==> src/design/bvde_pkg.sv <==
//------------------------------------------------------------------------------
// bvde_pkg
// Shared types, constants and the per-lane term function of the byte vector
// distance engine.
//------------------------------------------------------------------------------
`default_nettype none

package bvde_pkg;

	// Number of byte lanes worked on per chunk.
	localparam int unsigned LANES = 8;
	// Bytes physically present in one 64-bit input word.
	localparam int unsigned WORD_LANES = 8;
	localparam int unsigned WORD_W = 8 * WORD_LANES;
	localparam int unsigned TERM_W = 16;
	localparam int unsigned CHUNK_W = TERM_W + $clog2(LANES);
	localparam int unsigned DIST_W = 32;
	localparam int unsigned QDEPTH = 4;
	localparam int unsigned QPTR_W = $clog2(QDEPTH);
	localparam int unsigned QCNT_W = $clog2(QDEPTH + 1);

	typedef enum logic [1:0] {
		KIND_ABS  = 2'd0,
		KIND_SQR  = 2'd1,
		KIND_BOX  = 2'd2,
		KIND_NONE = 2'd3
	} kind_t;

	typedef logic [TERM_W-1:0] term_t;

	// One classified chunk on its way from the front end to the accumulator.
	typedef struct packed {
		logic [CHUNK_W-1:0] sum;
		logic               last;
	} chunk_item_t;

	function automatic term_t lane_term(input kind_t kind, input logic [7:0] a,
			input logic [7:0] b, input logic [7:0] hi);
		logic [7:0] d;
		logic [8:0] lo_part;
		logic [8:0] hi_part;
		term_t      res;
		d = (a > b) ? (a - b) : (b - a);
		lo_part = (a < b) ? {1'b0, b - a} : 9'd0;
		hi_part = (a > hi) ? {1'b0, a - hi} : 9'd0;
		unique case (kind)
			KIND_ABS:  res = {8'd0, d};
			KIND_SQR:  res = d * d;
			KIND_BOX:  res = {7'd0, lo_part + hi_part};
			KIND_NONE: res = '0;
			default:   res = '0;
		endcase
		return res;
	endfunction

endpackage

`default_nettype wire

==> src/design/bvde_in_if.sv <==
//------------------------------------------------------------------------------
// bvde_in_if
// Chunk request channel: kind, three byte vectors and the last marker.
//------------------------------------------------------------------------------
`default_nettype none

interface bvde_in_if;
	logic        valid;
	logic        ready;
	logic [1:0]  kind;
	logic [63:0] vec_a_bytes;
	logic [63:0] vec_b_bytes;
	logic [63:0] box_upper_bytes;
	logic        last_chunk;

	modport source (output valid, kind, vec_a_bytes, vec_b_bytes, box_upper_bytes,
		last_chunk, input ready);
	modport sink (input valid, kind, vec_a_bytes, vec_b_bytes, box_upper_bytes,
		last_chunk, output ready);
endinterface

`default_nettype wire

==> src/design/bvde_out_if.sv <==
//------------------------------------------------------------------------------
// bvde_out_if
// Result request channel carrying one 32-bit distance.
//------------------------------------------------------------------------------
`default_nettype none

interface bvde_out_if;
	logic        valid;
	logic        ready;
	logic [31:0] distance;

	modport source (output valid, distance, input ready);
	modport sink (input valid, distance, output ready);
endinterface

`default_nettype wire

==> src/design/bvde_front.sv <==
//------------------------------------------------------------------------------
// bvde_front
// Accepts chunk requests, registers the per-lane terms and sums them into
// one chunk item for the queue.
//------------------------------------------------------------------------------
`default_nettype none

module bvde_front (
	input  wire logic           clk,
	input  wire logic           arst_n,
	bvde_in_if.sink             chunk,
	output bvde_pkg::chunk_item_t item,
	output logic                item_valid,
	input  wire logic           item_ready
);
	import bvde_pkg::*;

	term_t              terms_comb [LANES];
	term_t              terms_s1   [LANES];
	logic               last_s1;
	logic               valid_s1;
	logic               accept;
	logic [CHUNK_W-1:0] sum;

	assign chunk.ready = !valid_s1 || item_ready;
	assign accept      = chunk.valid && chunk.ready;

	for (genvar l = 0; l < LANES; l++) begin : g_lane
		if (l < WORD_LANES) begin : g_real
			assign terms_comb[l] = lane_term(kind_t'(chunk.kind),
				chunk.vec_a_bytes[8*l +: 8], chunk.vec_b_bytes[8*l +: 8],
				chunk.box_upper_bytes[8*l +: 8]);
		end else begin : g_pad
			// Lanes past the input word get a zero term and add nothing.
			assign terms_comb[l] = '0;
		end
	end

	always_ff @(posedge clk or negedge arst_n) begin
		if (!arst_n) begin
			valid_s1 <= 1'b0;
		end else if (chunk.ready) begin
			valid_s1 <= chunk.valid;
		end
	end

	always_ff @(posedge clk) begin
		if (accept) begin
			terms_s1 <= terms_comb;
			last_s1  <= chunk.last_chunk;
		end
	end

	always_comb begin
		sum = '0;
		for (int l = 0; l < LANES; l++) begin
			sum = sum + CHUNK_W'(terms_s1[l]);
		end
	end

	assign item.sum   = sum;
	assign item.last  = last_s1;
	assign item_valid = valid_s1;

	a_accept_loads: assert property (@(posedge clk) disable iff (!arst_n)
		accept |=> valid_s1)
		else $error("accepted chunk did not reach the term register");

endmodule

`default_nettype wire

==> src/design/bvde_queue.sv <==
//------------------------------------------------------------------------------
// bvde_queue
// Short FIFO between the front end and the accumulator.
//------------------------------------------------------------------------------
`default_nettype none

module bvde_queue (
	input  wire logic             clk,
	input  wire logic             arst_n,
	input  bvde_pkg::chunk_item_t push_item,
	input  wire logic             push_valid,
	output logic                  push_ready,
	output bvde_pkg::chunk_item_t pop_item,
	output logic                  pop_valid,
	input  wire logic             pop_ready
);
	import bvde_pkg::*;

	chunk_item_t       mem_q [QDEPTH];
	logic [QPTR_W-1:0] wr_ptr_q;
	logic [QPTR_W-1:0] rd_ptr_q;
	logic [QCNT_W-1:0] count_q;
	logic              push;
	logic              pop;

	assign push_ready = (count_q != QCNT_W'(QDEPTH));
	assign pop_valid  = (count_q != '0);
	assign push       = push_valid && push_ready;
	assign pop        = pop_valid && pop_ready;
	assign pop_item   = mem_q[rd_ptr_q];

	always_ff @(posedge clk or negedge arst_n) begin
		if (!arst_n) begin
			wr_ptr_q <= '0;
			rd_ptr_q <= '0;
			count_q  <= '0;
		end else begin
			if (push) begin
				wr_ptr_q <= (wr_ptr_q == QPTR_W'(QDEPTH - 1)) ? '0 : wr_ptr_q + 1'b1;
			end
			if (pop) begin
				rd_ptr_q <= (rd_ptr_q == QPTR_W'(QDEPTH - 1)) ? '0 : rd_ptr_q + 1'b1;
			end
			count_q <= count_q + QCNT_W'(push) - QCNT_W'(pop);
		end
	end

	always_ff @(posedge clk) begin
		if (push) begin
			mem_q[wr_ptr_q] <= push_item;
		end
	end

	a_count_bound: assert property (@(posedge clk) disable iff (!arst_n)
		count_q <= QCNT_W'(QDEPTH))
		else $error("queue fill count beyond depth");

	a_count_track: assert property (@(posedge clk) disable iff (!arst_n)
		push && !pop |=> count_q == $past(count_q) + 1'b1)
		else $error("queue fill count lost a push");

endmodule

`default_nettype wire

==> src/design/bvde_back.sv <==
//------------------------------------------------------------------------------
// bvde_back
// Running-sum accumulator and registered result output.
//------------------------------------------------------------------------------
`default_nettype none

module bvde_back (
	input  wire logic             clk,
	input  wire logic             arst_n,
	input  bvde_pkg::chunk_item_t item,
	input  wire logic             item_valid,
	output logic                  item_ready,
	bvde_out_if.source            result
);
	import bvde_pkg::*;

	logic [DIST_W-1:0] acc_q;
	logic [DIST_W-1:0] distance_q;
	logic              out_valid_q;
	logic [DIST_W-1:0] new_sum;
	logic              pop;

	assign item_ready = !out_valid_q || result.ready;
	assign pop        = item_valid && item_ready;
	assign new_sum    = acc_q + DIST_W'(item.sum);

	always_ff @(posedge clk or negedge arst_n) begin
		if (!arst_n) begin
			acc_q       <= '0;
			out_valid_q <= 1'b0;
		end else begin
			if (result.valid && result.ready) begin
				out_valid_q <= 1'b0;
			end
			if (pop) begin
				if (item.last) begin
					acc_q       <= '0;
					out_valid_q <= 1'b1;
				end else begin
					acc_q <= new_sum;
				end
			end
		end
	end

	always_ff @(posedge clk) begin
		if (pop && item.last) begin
			distance_q <= new_sum;
		end
	end

	assign result.valid    = out_valid_q;
	assign result.distance = distance_q;

	a_clear_on_last: assert property (@(posedge clk) disable iff (!arst_n)
		pop && item.last |=> acc_q == '0 && out_valid_q)
		else $error("last chunk did not emit and clear the sum");

endmodule

`default_nettype wire

==> src/design/byte_vector_distance_engine.sv <==
//------------------------------------------------------------------------------
// byte_vector_distance_engine
// Sums absolute, squared or box distances over streams of byte-vector chunks.
//------------------------------------------------------------------------------
//
//  Channel   Role    Contents per request
//  --------  ------  ---------------------------------------------------------
//  chunk     sink    kind, vec_a_bytes, vec_b_bytes, box_upper_bytes,
//                    last_chunk
//  result    source  distance (32-bit running sum, modulo 2^32)
//
//  One chunk request is taken every clock cycle when nothing stalls.
//  A chunk's terms are held in the term register (eight 8x8 multipliers
//  feed it), are summed into the queue from that register and are folded into
//  the accumulator when the chunk leaves the queue; the distance is registered
//  as its last chunk is folded in.
//  The four-entry queue lets the front end keep taking requests while the
//  result register waits to be taken. Reset clears all control state and
//  the running sum; no clearing pass is needed.
//
`default_nettype none

module byte_vector_distance_engine (
	input  wire logic clk,
	input  wire logic arst_n,
	bvde_in_if.sink   chunk,
	bvde_out_if.source result
);
	import bvde_pkg::*;

	// Front end to queue.
	chunk_item_t front_item;
	logic        front_valid;
	logic        front_ready;

	// Queue to accumulator.
	chunk_item_t back_item;
	logic        back_valid;
	logic        back_ready;

	// The front end works out every lane's term and the chunk's sum, so the
	// back end has only a single 32-bit add to do per chunk.
	bvde_front u_front (
		.clk        (clk),
		.arst_n     (arst_n),
		.chunk      (chunk),
		.item       (front_item),
		.item_valid (front_valid),
		.item_ready (front_ready)
	);

	bvde_queue u_queue (
		.clk        (clk),
		.arst_n     (arst_n),
		.push_item  (front_item),
		.push_valid (front_valid),
		.push_ready (front_ready),
		.pop_item   (back_item),
		.pop_valid  (back_valid),
		.pop_ready  (back_ready)
	);

	// The back end only stalls the queue while a finished distance has not
	// yet been taken and nothing frees the output register.
	bvde_back u_back (
		.clk        (clk),
		.arst_n     (arst_n),
		.item       (back_item),
		.item_valid (back_valid),
		.item_ready (back_ready),
		.result     (result)
	);

endmodule

`default_nettype wire
==> src/flat_wrapper.sv <==
// flat-port wrapper written by rule: the top's interface ports become plain ports
module byte_vector_distance_engine_flat import bvde_pkg::*;
  (clk, arst_n, chunk_valid, chunk_kind, chunk_vec_a_bytes, chunk_vec_b_bytes, chunk_box_upper_bytes, chunk_last_chunk, chunk_ready, result_valid, result_distance, result_ready);
  bvde_in_if chunk_i ();
  bvde_out_if result_i ();
  input  wire logic clk;
  input  wire logic arst_n;
  input wire logic [$bits(chunk_i.valid)-1:0] chunk_valid;
  input wire logic [$bits(chunk_i.kind)-1:0] chunk_kind;
  input wire logic [$bits(chunk_i.vec_a_bytes)-1:0] chunk_vec_a_bytes;
  input wire logic [$bits(chunk_i.vec_b_bytes)-1:0] chunk_vec_b_bytes;
  input wire logic [$bits(chunk_i.box_upper_bytes)-1:0] chunk_box_upper_bytes;
  input wire logic [$bits(chunk_i.last_chunk)-1:0] chunk_last_chunk;
  output wire logic [$bits(chunk_i.ready)-1:0] chunk_ready;
  output wire logic [$bits(result_i.valid)-1:0] result_valid;
  output wire logic [$bits(result_i.distance)-1:0] result_distance;
  input wire logic [$bits(result_i.ready)-1:0] result_ready;
  assign chunk_i.valid = chunk_valid;
  assign chunk_i.kind = chunk_kind;
  assign chunk_i.vec_a_bytes = chunk_vec_a_bytes;
  assign chunk_i.vec_b_bytes = chunk_vec_b_bytes;
  assign chunk_i.box_upper_bytes = chunk_box_upper_bytes;
  assign chunk_i.last_chunk = chunk_last_chunk;
  assign chunk_ready = chunk_i.ready;
  assign result_valid = result_i.valid;
  assign result_distance = result_i.distance;
  assign result_i.ready = result_ready;
  byte_vector_distance_engine u_core (.clk(clk), .arst_n(arst_n), .chunk(chunk_i), .result(result_i));
endmodule
==> config.mk <==
export PLATFORM = sky130hd
export DESIGN_NAME = byte_vector_distance_engine_flat
export DESIGN_NICKNAME = d
export VERILOG_FILES = /design/src/design/bvde_pkg.sv /design/src/design/bvde_in_if.sv /design/src/design/bvde_out_if.sv /design/src/design/bvde_front.sv /design/src/design/bvde_queue.sv /design/src/design/bvde_back.sv /design/src/design/byte_vector_distance_engine.sv /design/src/flat_wrapper.sv
export SDC_FILE = /design/constraint.sdc
export NUM_CORES = 2
export LEC_CHECK = 0
export BUFFER_PORTS_ARGS = -buffer_cell sky130_fd_sc_hd__buf_4
export CAP_MARGIN = 30
export CORE_MARGIN = 2
export CORE_UTILIZATION = 58
export DETAILED_ROUTE_END_ITERATION = 8
export GPL_ROUTABILITY_DRIVEN = 0
export GPL_TIMING_DRIVEN = 0
export HOLD_SLACK_MARGIN = 0.12
export PLACE_DENSITY_LB_ADDON = 0.08
export SYNTH_ARGS = -nofsm -noshare
export SYNTH_HDL_FRONTEND = slang
export SYNTH_HIERARCHICAL = 1
export SYNTH_SLANG_ARGS = --single-unit
==> constraint.sdc <==
create_clock -name clk -period 4.7 [get_ports clk]
set_input_delay 0.94 -clock clk [delete_from_list [all_inputs] [get_ports clk]]
set_output_delay 0.94 -clock clk [all_outputs]
set_load 0.01 [all_outputs]
== After elaboration in Yosys (flattened, before gate mapping) ==
Memory sizes are Yosys's and may differ from the RTL's.
Index checks and enable logic that the tools add are counted.

* Memories: 1
* Logic and storage cells: 150
* Register bits after elaboration: 202
* Input port bits: 199
* Memory bits (writable): 80
* Output and inout bits: 34

{| class="wikitable"
|+ Memory list
! memory !! words !! width !! read ports !! clocked after memory_dff !! write ports !! RTL line !! text
|-
| u_core.u_queue.mem_q || 4 || 20 || 1 || 0 || 1 || bvde_queue.sv:19 || <nowiki>chunk_item_t mem_q [QDEPTH];</nowiki>
|}

* Equality and inequality tests: 6
* Multiply operators: 8
* Add/subtract/negate cells: 44
* Magnitude comparators: 24
* Reduce and logical (&&, ||, !) cells: 11
* Mux-type cells: 40

{| class="wikitable"
|+ Operators by type and width
! operator !! count
|-
| $pmux 16 s4 || 8
|-
| $mux 8 || 24
|-
| $sub 8x8->8 || 24
|-
| $gt 8x8->1 || 16
|-
| $mul 8x8->16 || 8
|-
| $add 19x16->19 || 4
|-
| $add 8x8->9 || 8
|-
| $lt 8x8->1 || 8
|-
| $add 32x19->32 || 1
|-
| $mux 32 || 1
|-
| $add 18x16->19 || 1
|-
| $add 17x16->18 || 1
|-
| $add 16x16->17 || 1
|-
| $eq 2x2->1 const B || 4
|-
| $logic_and 1x1->1 || 5
|-
| $mux 1 || 5
|-
| $add 2x1->2 const B || 2
|-
| $mux 2 || 2
|-
| $add 3x1->3 || 1
|-
| $ne 3x3->1 const B || 1
|-
| $reduce_bool 3->1 || 1
|-
| $sub 3x1->3 || 1
|-
| $eq 2x1->1 const B || 1
|-
| $logic_not 1->1 || 2
|-
| 2 further kinds || 3
|}

== Longest topological paths before layout ==
* Depth in word-level cells: 7
* Gate-level depth with buffers: 28
* Depth with buffers taken out: 28

== Modules after synthesis ==
The synthesis kept the hierarchy.

{| class="wikitable"
|+ Modules (own cells, without submodules)
! module !! area each (µm²) !! cells an instance !! seq. area each (µm²) !! times used
|-
| bvde_front || 33208.1 || 3948 || 3898.7 || 1
|-
| bvde_back || 3711.1 || 347 || 1786.7 || 1
|-
| bvde_queue || 3324.4 || 142 || 2577.5 || 1
|}

== Worst setup path before layout ==
Ideal clock, no wire load.

* Kind: input to register
* Start point: input port chunk_vec_a_bytes[13]
* End point: register u_core/u_front/terms_s1[109] (netlist name), data pin
* Data required time: 4.434 ns
* Arrival: 6.506 ns
* Buffers on the path: 2
* Stages on the path: 26
* Slack: -2.072 ns
* Library setup time: 0.266 ns
* Cell sequence: inv_1 -> ha_1 -> buf_2 -> a211oi_1 -> o21bai_1 -> o21ai_4 -> mux2i_1 -> xnor2_2 -> buf_2 -> nor2_1 -> inv_1 -> fa_1 -> inv_1 -> fa_1 -> inv_1 -> fa_1 -> fa_1 -> inv_1 -> ha_1 -> o21ai_0 -> nand2b_1 -> and3_1 -> a311o_1 -> a31o_2 -> xnor2_1 -> nor2_1

{| class="wikitable"
|+ RTL lines
! element !! RTL line !! text
|-
| start: declaration || flat_wrapper.sv:10 || <nowiki>input wire logic [$bits(chunk_i.vec_a_bytes)-1:0] chunk_vec_a_bytes;</nowiki>
|-
| end signal: assignment || bvde_front.sv:49 || <nowiki>terms_s1 <= terms_comb;</nowiki>
|-
| end: declaration || bvde_front.sv:19 || <nowiki>term_t terms_s1 [LANES];</nowiki>
|}

==> metrics.cfg <==
[clocking]
cts_root_buf = clkbuf_16
cts.sinks = 282
htreeDepth = 1
cts_made_buffers = 31
clk_path_buf_depth = 3
clock_latency_ns = 0.58
cts_hold_buf = 0
clk_pin_slew_ns = 0.06
cts_tree = yes

[global_route]
globalRouteTotalUtil_pct = 32.0
grt-ovfl-total = 0
grt_max_degree = 67
antenna_found_initial = 1
grt_pass1_vias = 35200
grt_pass1_wl_mm = 182

[logic_synthesis]
syn_area_per_cell_sq_um = 9.07
yosys-top-cells-area = edfxtp_1, ha_1, fa_1
ys_async_sr_fraction_pct = 14.5
synth-edff-count = 241
synth_commonest_cells = inv_1, ha_1, nor2_1
synth_area_sq_mm = 0.0402
synthFlopType = edfxtp_1
synthCells = 4437
yosysTopAreaCell = edfxtp_1
synthDistinctLibCells = 110
yosysWarnings = 6
ys_seq_elements = 282
postSynthNetCount = 5498
synth.most_common_cell = inv_1
yosysSeqAreaShare_pct = 20.5
synth_top_area_share_pct = 18.0

[sta]
rsz0062_at_grt = true
tightest_slew_ns = 1.16
period_minus_slack_ns = 6.32
timing.final.crit_share_pct = 135
fmax_ghz = 0.158
fin_setup_tns_ns = -87.98
fin_skew_ns = 0.0126
slew_headroom_pct = 22.9
finalMaxSlewViolations = 0
setup_ws_ns = -1.62
setup_viol = 96
hold_viol = 0

[critical_path]
required_ns = 5.02
crit_top_cell = fa_1
crit_type = input port to flop
r2r_start = u_core/u_front/terms_s1[67]
slowest_delay_ns = 0.52
critPathArrivalTime_ns = 6.64
rrSetupSlack_ns = 0.04
cp-start-kind = input port
critPathSlowestCell = fa_1
path_cells = buf_4 -> ha_4 -> buf_12 -> o211ai_1 -> a21oi_1 -> o311ai_2 -> a21oi_1 -> o21bai_4 -> xnor2_2 -> nor2_1 -> fa_1 -> fa_1 -> inv_1 -> fa_1 -> fa_1 -> inv_2 -> ha_4 -> or3_4 -> and3_4 -> a311o_1 -> a31o_2 -> xnor2_4 -> nor2_1
worst-path-buf-inv = 4
cp-end-kind = flop
timing.rr.end = u_core/u_queue/mem_q[3][16]
crit_family = adder cells
cp-startpoint = chunk_vec_b_bytes[12]
rr_worst_depth = 14
path_max_fanout = 5

[cells_and_area]
n_fill_cell = 4184
layout-drive-gt1-share_pct = 34.4
area_growth_pct = 35.6
nNetsFinal = 6272

[run]
drv_cap = 0

[detailed_routing]
drt-met1-wl_mm = 47.9
postRouteAntennaNets = 0
drc_errors = 0
vias = 35800
drt-total-wl_mm = 122
top_layer = met4
drtIter0Drc = 2664
route.met2.wl_mm = 60.6
wire_per_inst_um = 19.8
met3_length_mm = 7.79
viasPerCell = 5.80
dr.pass1.iters = 6

[floorplan]
rows = 96
die_x_um = 267
start_util_pct = 58.7
ioPinCount = 233
core-area_sq_mm = 0.0686
die_h_um = 267
die-area_sq_mm = 0.0715

[place]
numPortBuffers = 232
dp_hpwl_mm = 84.0

[outcome]
failed_checks = negative setup slack
outcome = finished, violations left

[worst_hold_path]
min_path_type = input port to async pin

layer usage:
layer  GRT usage [%]  up-vias
li1                -    16500
met1            40.3    17400
met2            56.9     1455
met3            3.66      370
met4            11.4        0
met5               0        -
cell families (layout without fill, tap and decap cells):
group                    Yosys count  count (layout)  synth area share [%]
buffers and inverters            882            1680                  8.54
XOR/XNOR                         326             326                  7.51
other                              0               1                     0
AND/OR/NAND/NOR                 1124            1124                  13.4
AO/OA/AOI/OAI                    891             891                  14.5
flip-flops                       282             282                  20.5
adder cells (fa/ha/maj)          862             862                  32.9
multiplexers                      70              70                  2.49
layout by cell type, fill, tap and decap left out, types with 39 or more instances in the layout:
master    count
o21ai_0     102
ha_1        399
dfrtp_1      41
o21bai_1     39
nand2b_1     45
buf_6       137
xnor2_1     162
a21o_1       87
nand2_1     134
o21ai_1      41
ha_4        110
fa_1        285
nor2_1      411
nor2b_1      54
nand4_1      45
xor2_1       85
inv_2       131
or2_4        39
nor3_1       70
edfxtp_1    241
fa_2         44
a21oi_1     189
inv_1       603
clkbuf_1     49
buf_4       619
how the worst max path moves through the flow:
stage,end,slack [ns],cells past startpoint
after floorplan,u_core/u_front/terms_s1[109],-1.67,24
after global placement,u_core/u_front/terms_s1[109],-2.67,25
after detailed placement,u_core/u_front/terms_s1[109],-2.70,25
after CTS,u_core/u_front/terms_s1[109],-1.41,27
after global routing,u_core/u_front/terms_s1[109],-1.72,23
final,u_core/u_front/terms_s1[109],-1.62,23
stage by stage:
step                      setup slack [ns]  hold slack [ns]  instances  cell area [sq um]  util [%]
after floorplan                      -1.67            0.453       4437              42100         -
after global placement               -2.67            0.471       5600              45000      65.6
after detailed placement             -2.70            0.488       5611              45200      65.9
after CTS                            -1.41            0.370       6041              52100      75.9
after global routing                 -1.72            0.387       6167              54600      79.5
final                                -1.62            0.357       6167              54600      79.5
worst register-to-register path, cell delays in order (launching register included):
cell and delay, ns:
edfxtp_1 0.49, fa_1 0.59, inv_1 0.06, fa_1 0.46, fa_1 0.52, fa_2 0.60
inv_1 0.06, ha_1 0.28, a21o_1 0.19, a21oi_2 0.18, nor2b_2 0.08, o31ai_4 0.32
o311ai_1 0.16, a21oi_1 0.25, xnor2_2 0.15
flip-flops by register name (all words and copies together) (netlist names):
name                           count
u_core/u_queue/count_q             3
u_core/u_queue/wr_ptr_q            2
u_core/u_front/item_valid          1
u_core/u_back/result.valid         1
u_core/u_queue/mem_q              80
u_core/u_front/terms_s1          128
u_core/u_queue/rd_ptr_q            2
u_core/u_back/acc_q               32
u_core/u_front/last_s1             1
u_core/u_back/result.distance     32
cell type report:
type	instances	area (sq um)	share of cell area, %
inverter	764	3030	5.56
clock buffer	33	783	1.44
buffer	102	706	1.29
tap	931	1160	2.14
timing repair buffer	757	6510	11.9
multi-input combinational	3273	33800	62.0
antenna	1	2.50	0.00459
clock inverter	24	297	0.544
sequential	282	8260	15.1
what timing repair did:
item	CTS	global route
pin swaps	350	297
buffers inserted	382	136
hold endpoints to repair	0	0
gates cloned	0	2
endpoints found under the setup margin	132	140
resized for setup	579	337
Power is left out: the tool's default activity adds up to more than one toggle a clock period on the data nets, which glitch-free logic cannot reach.
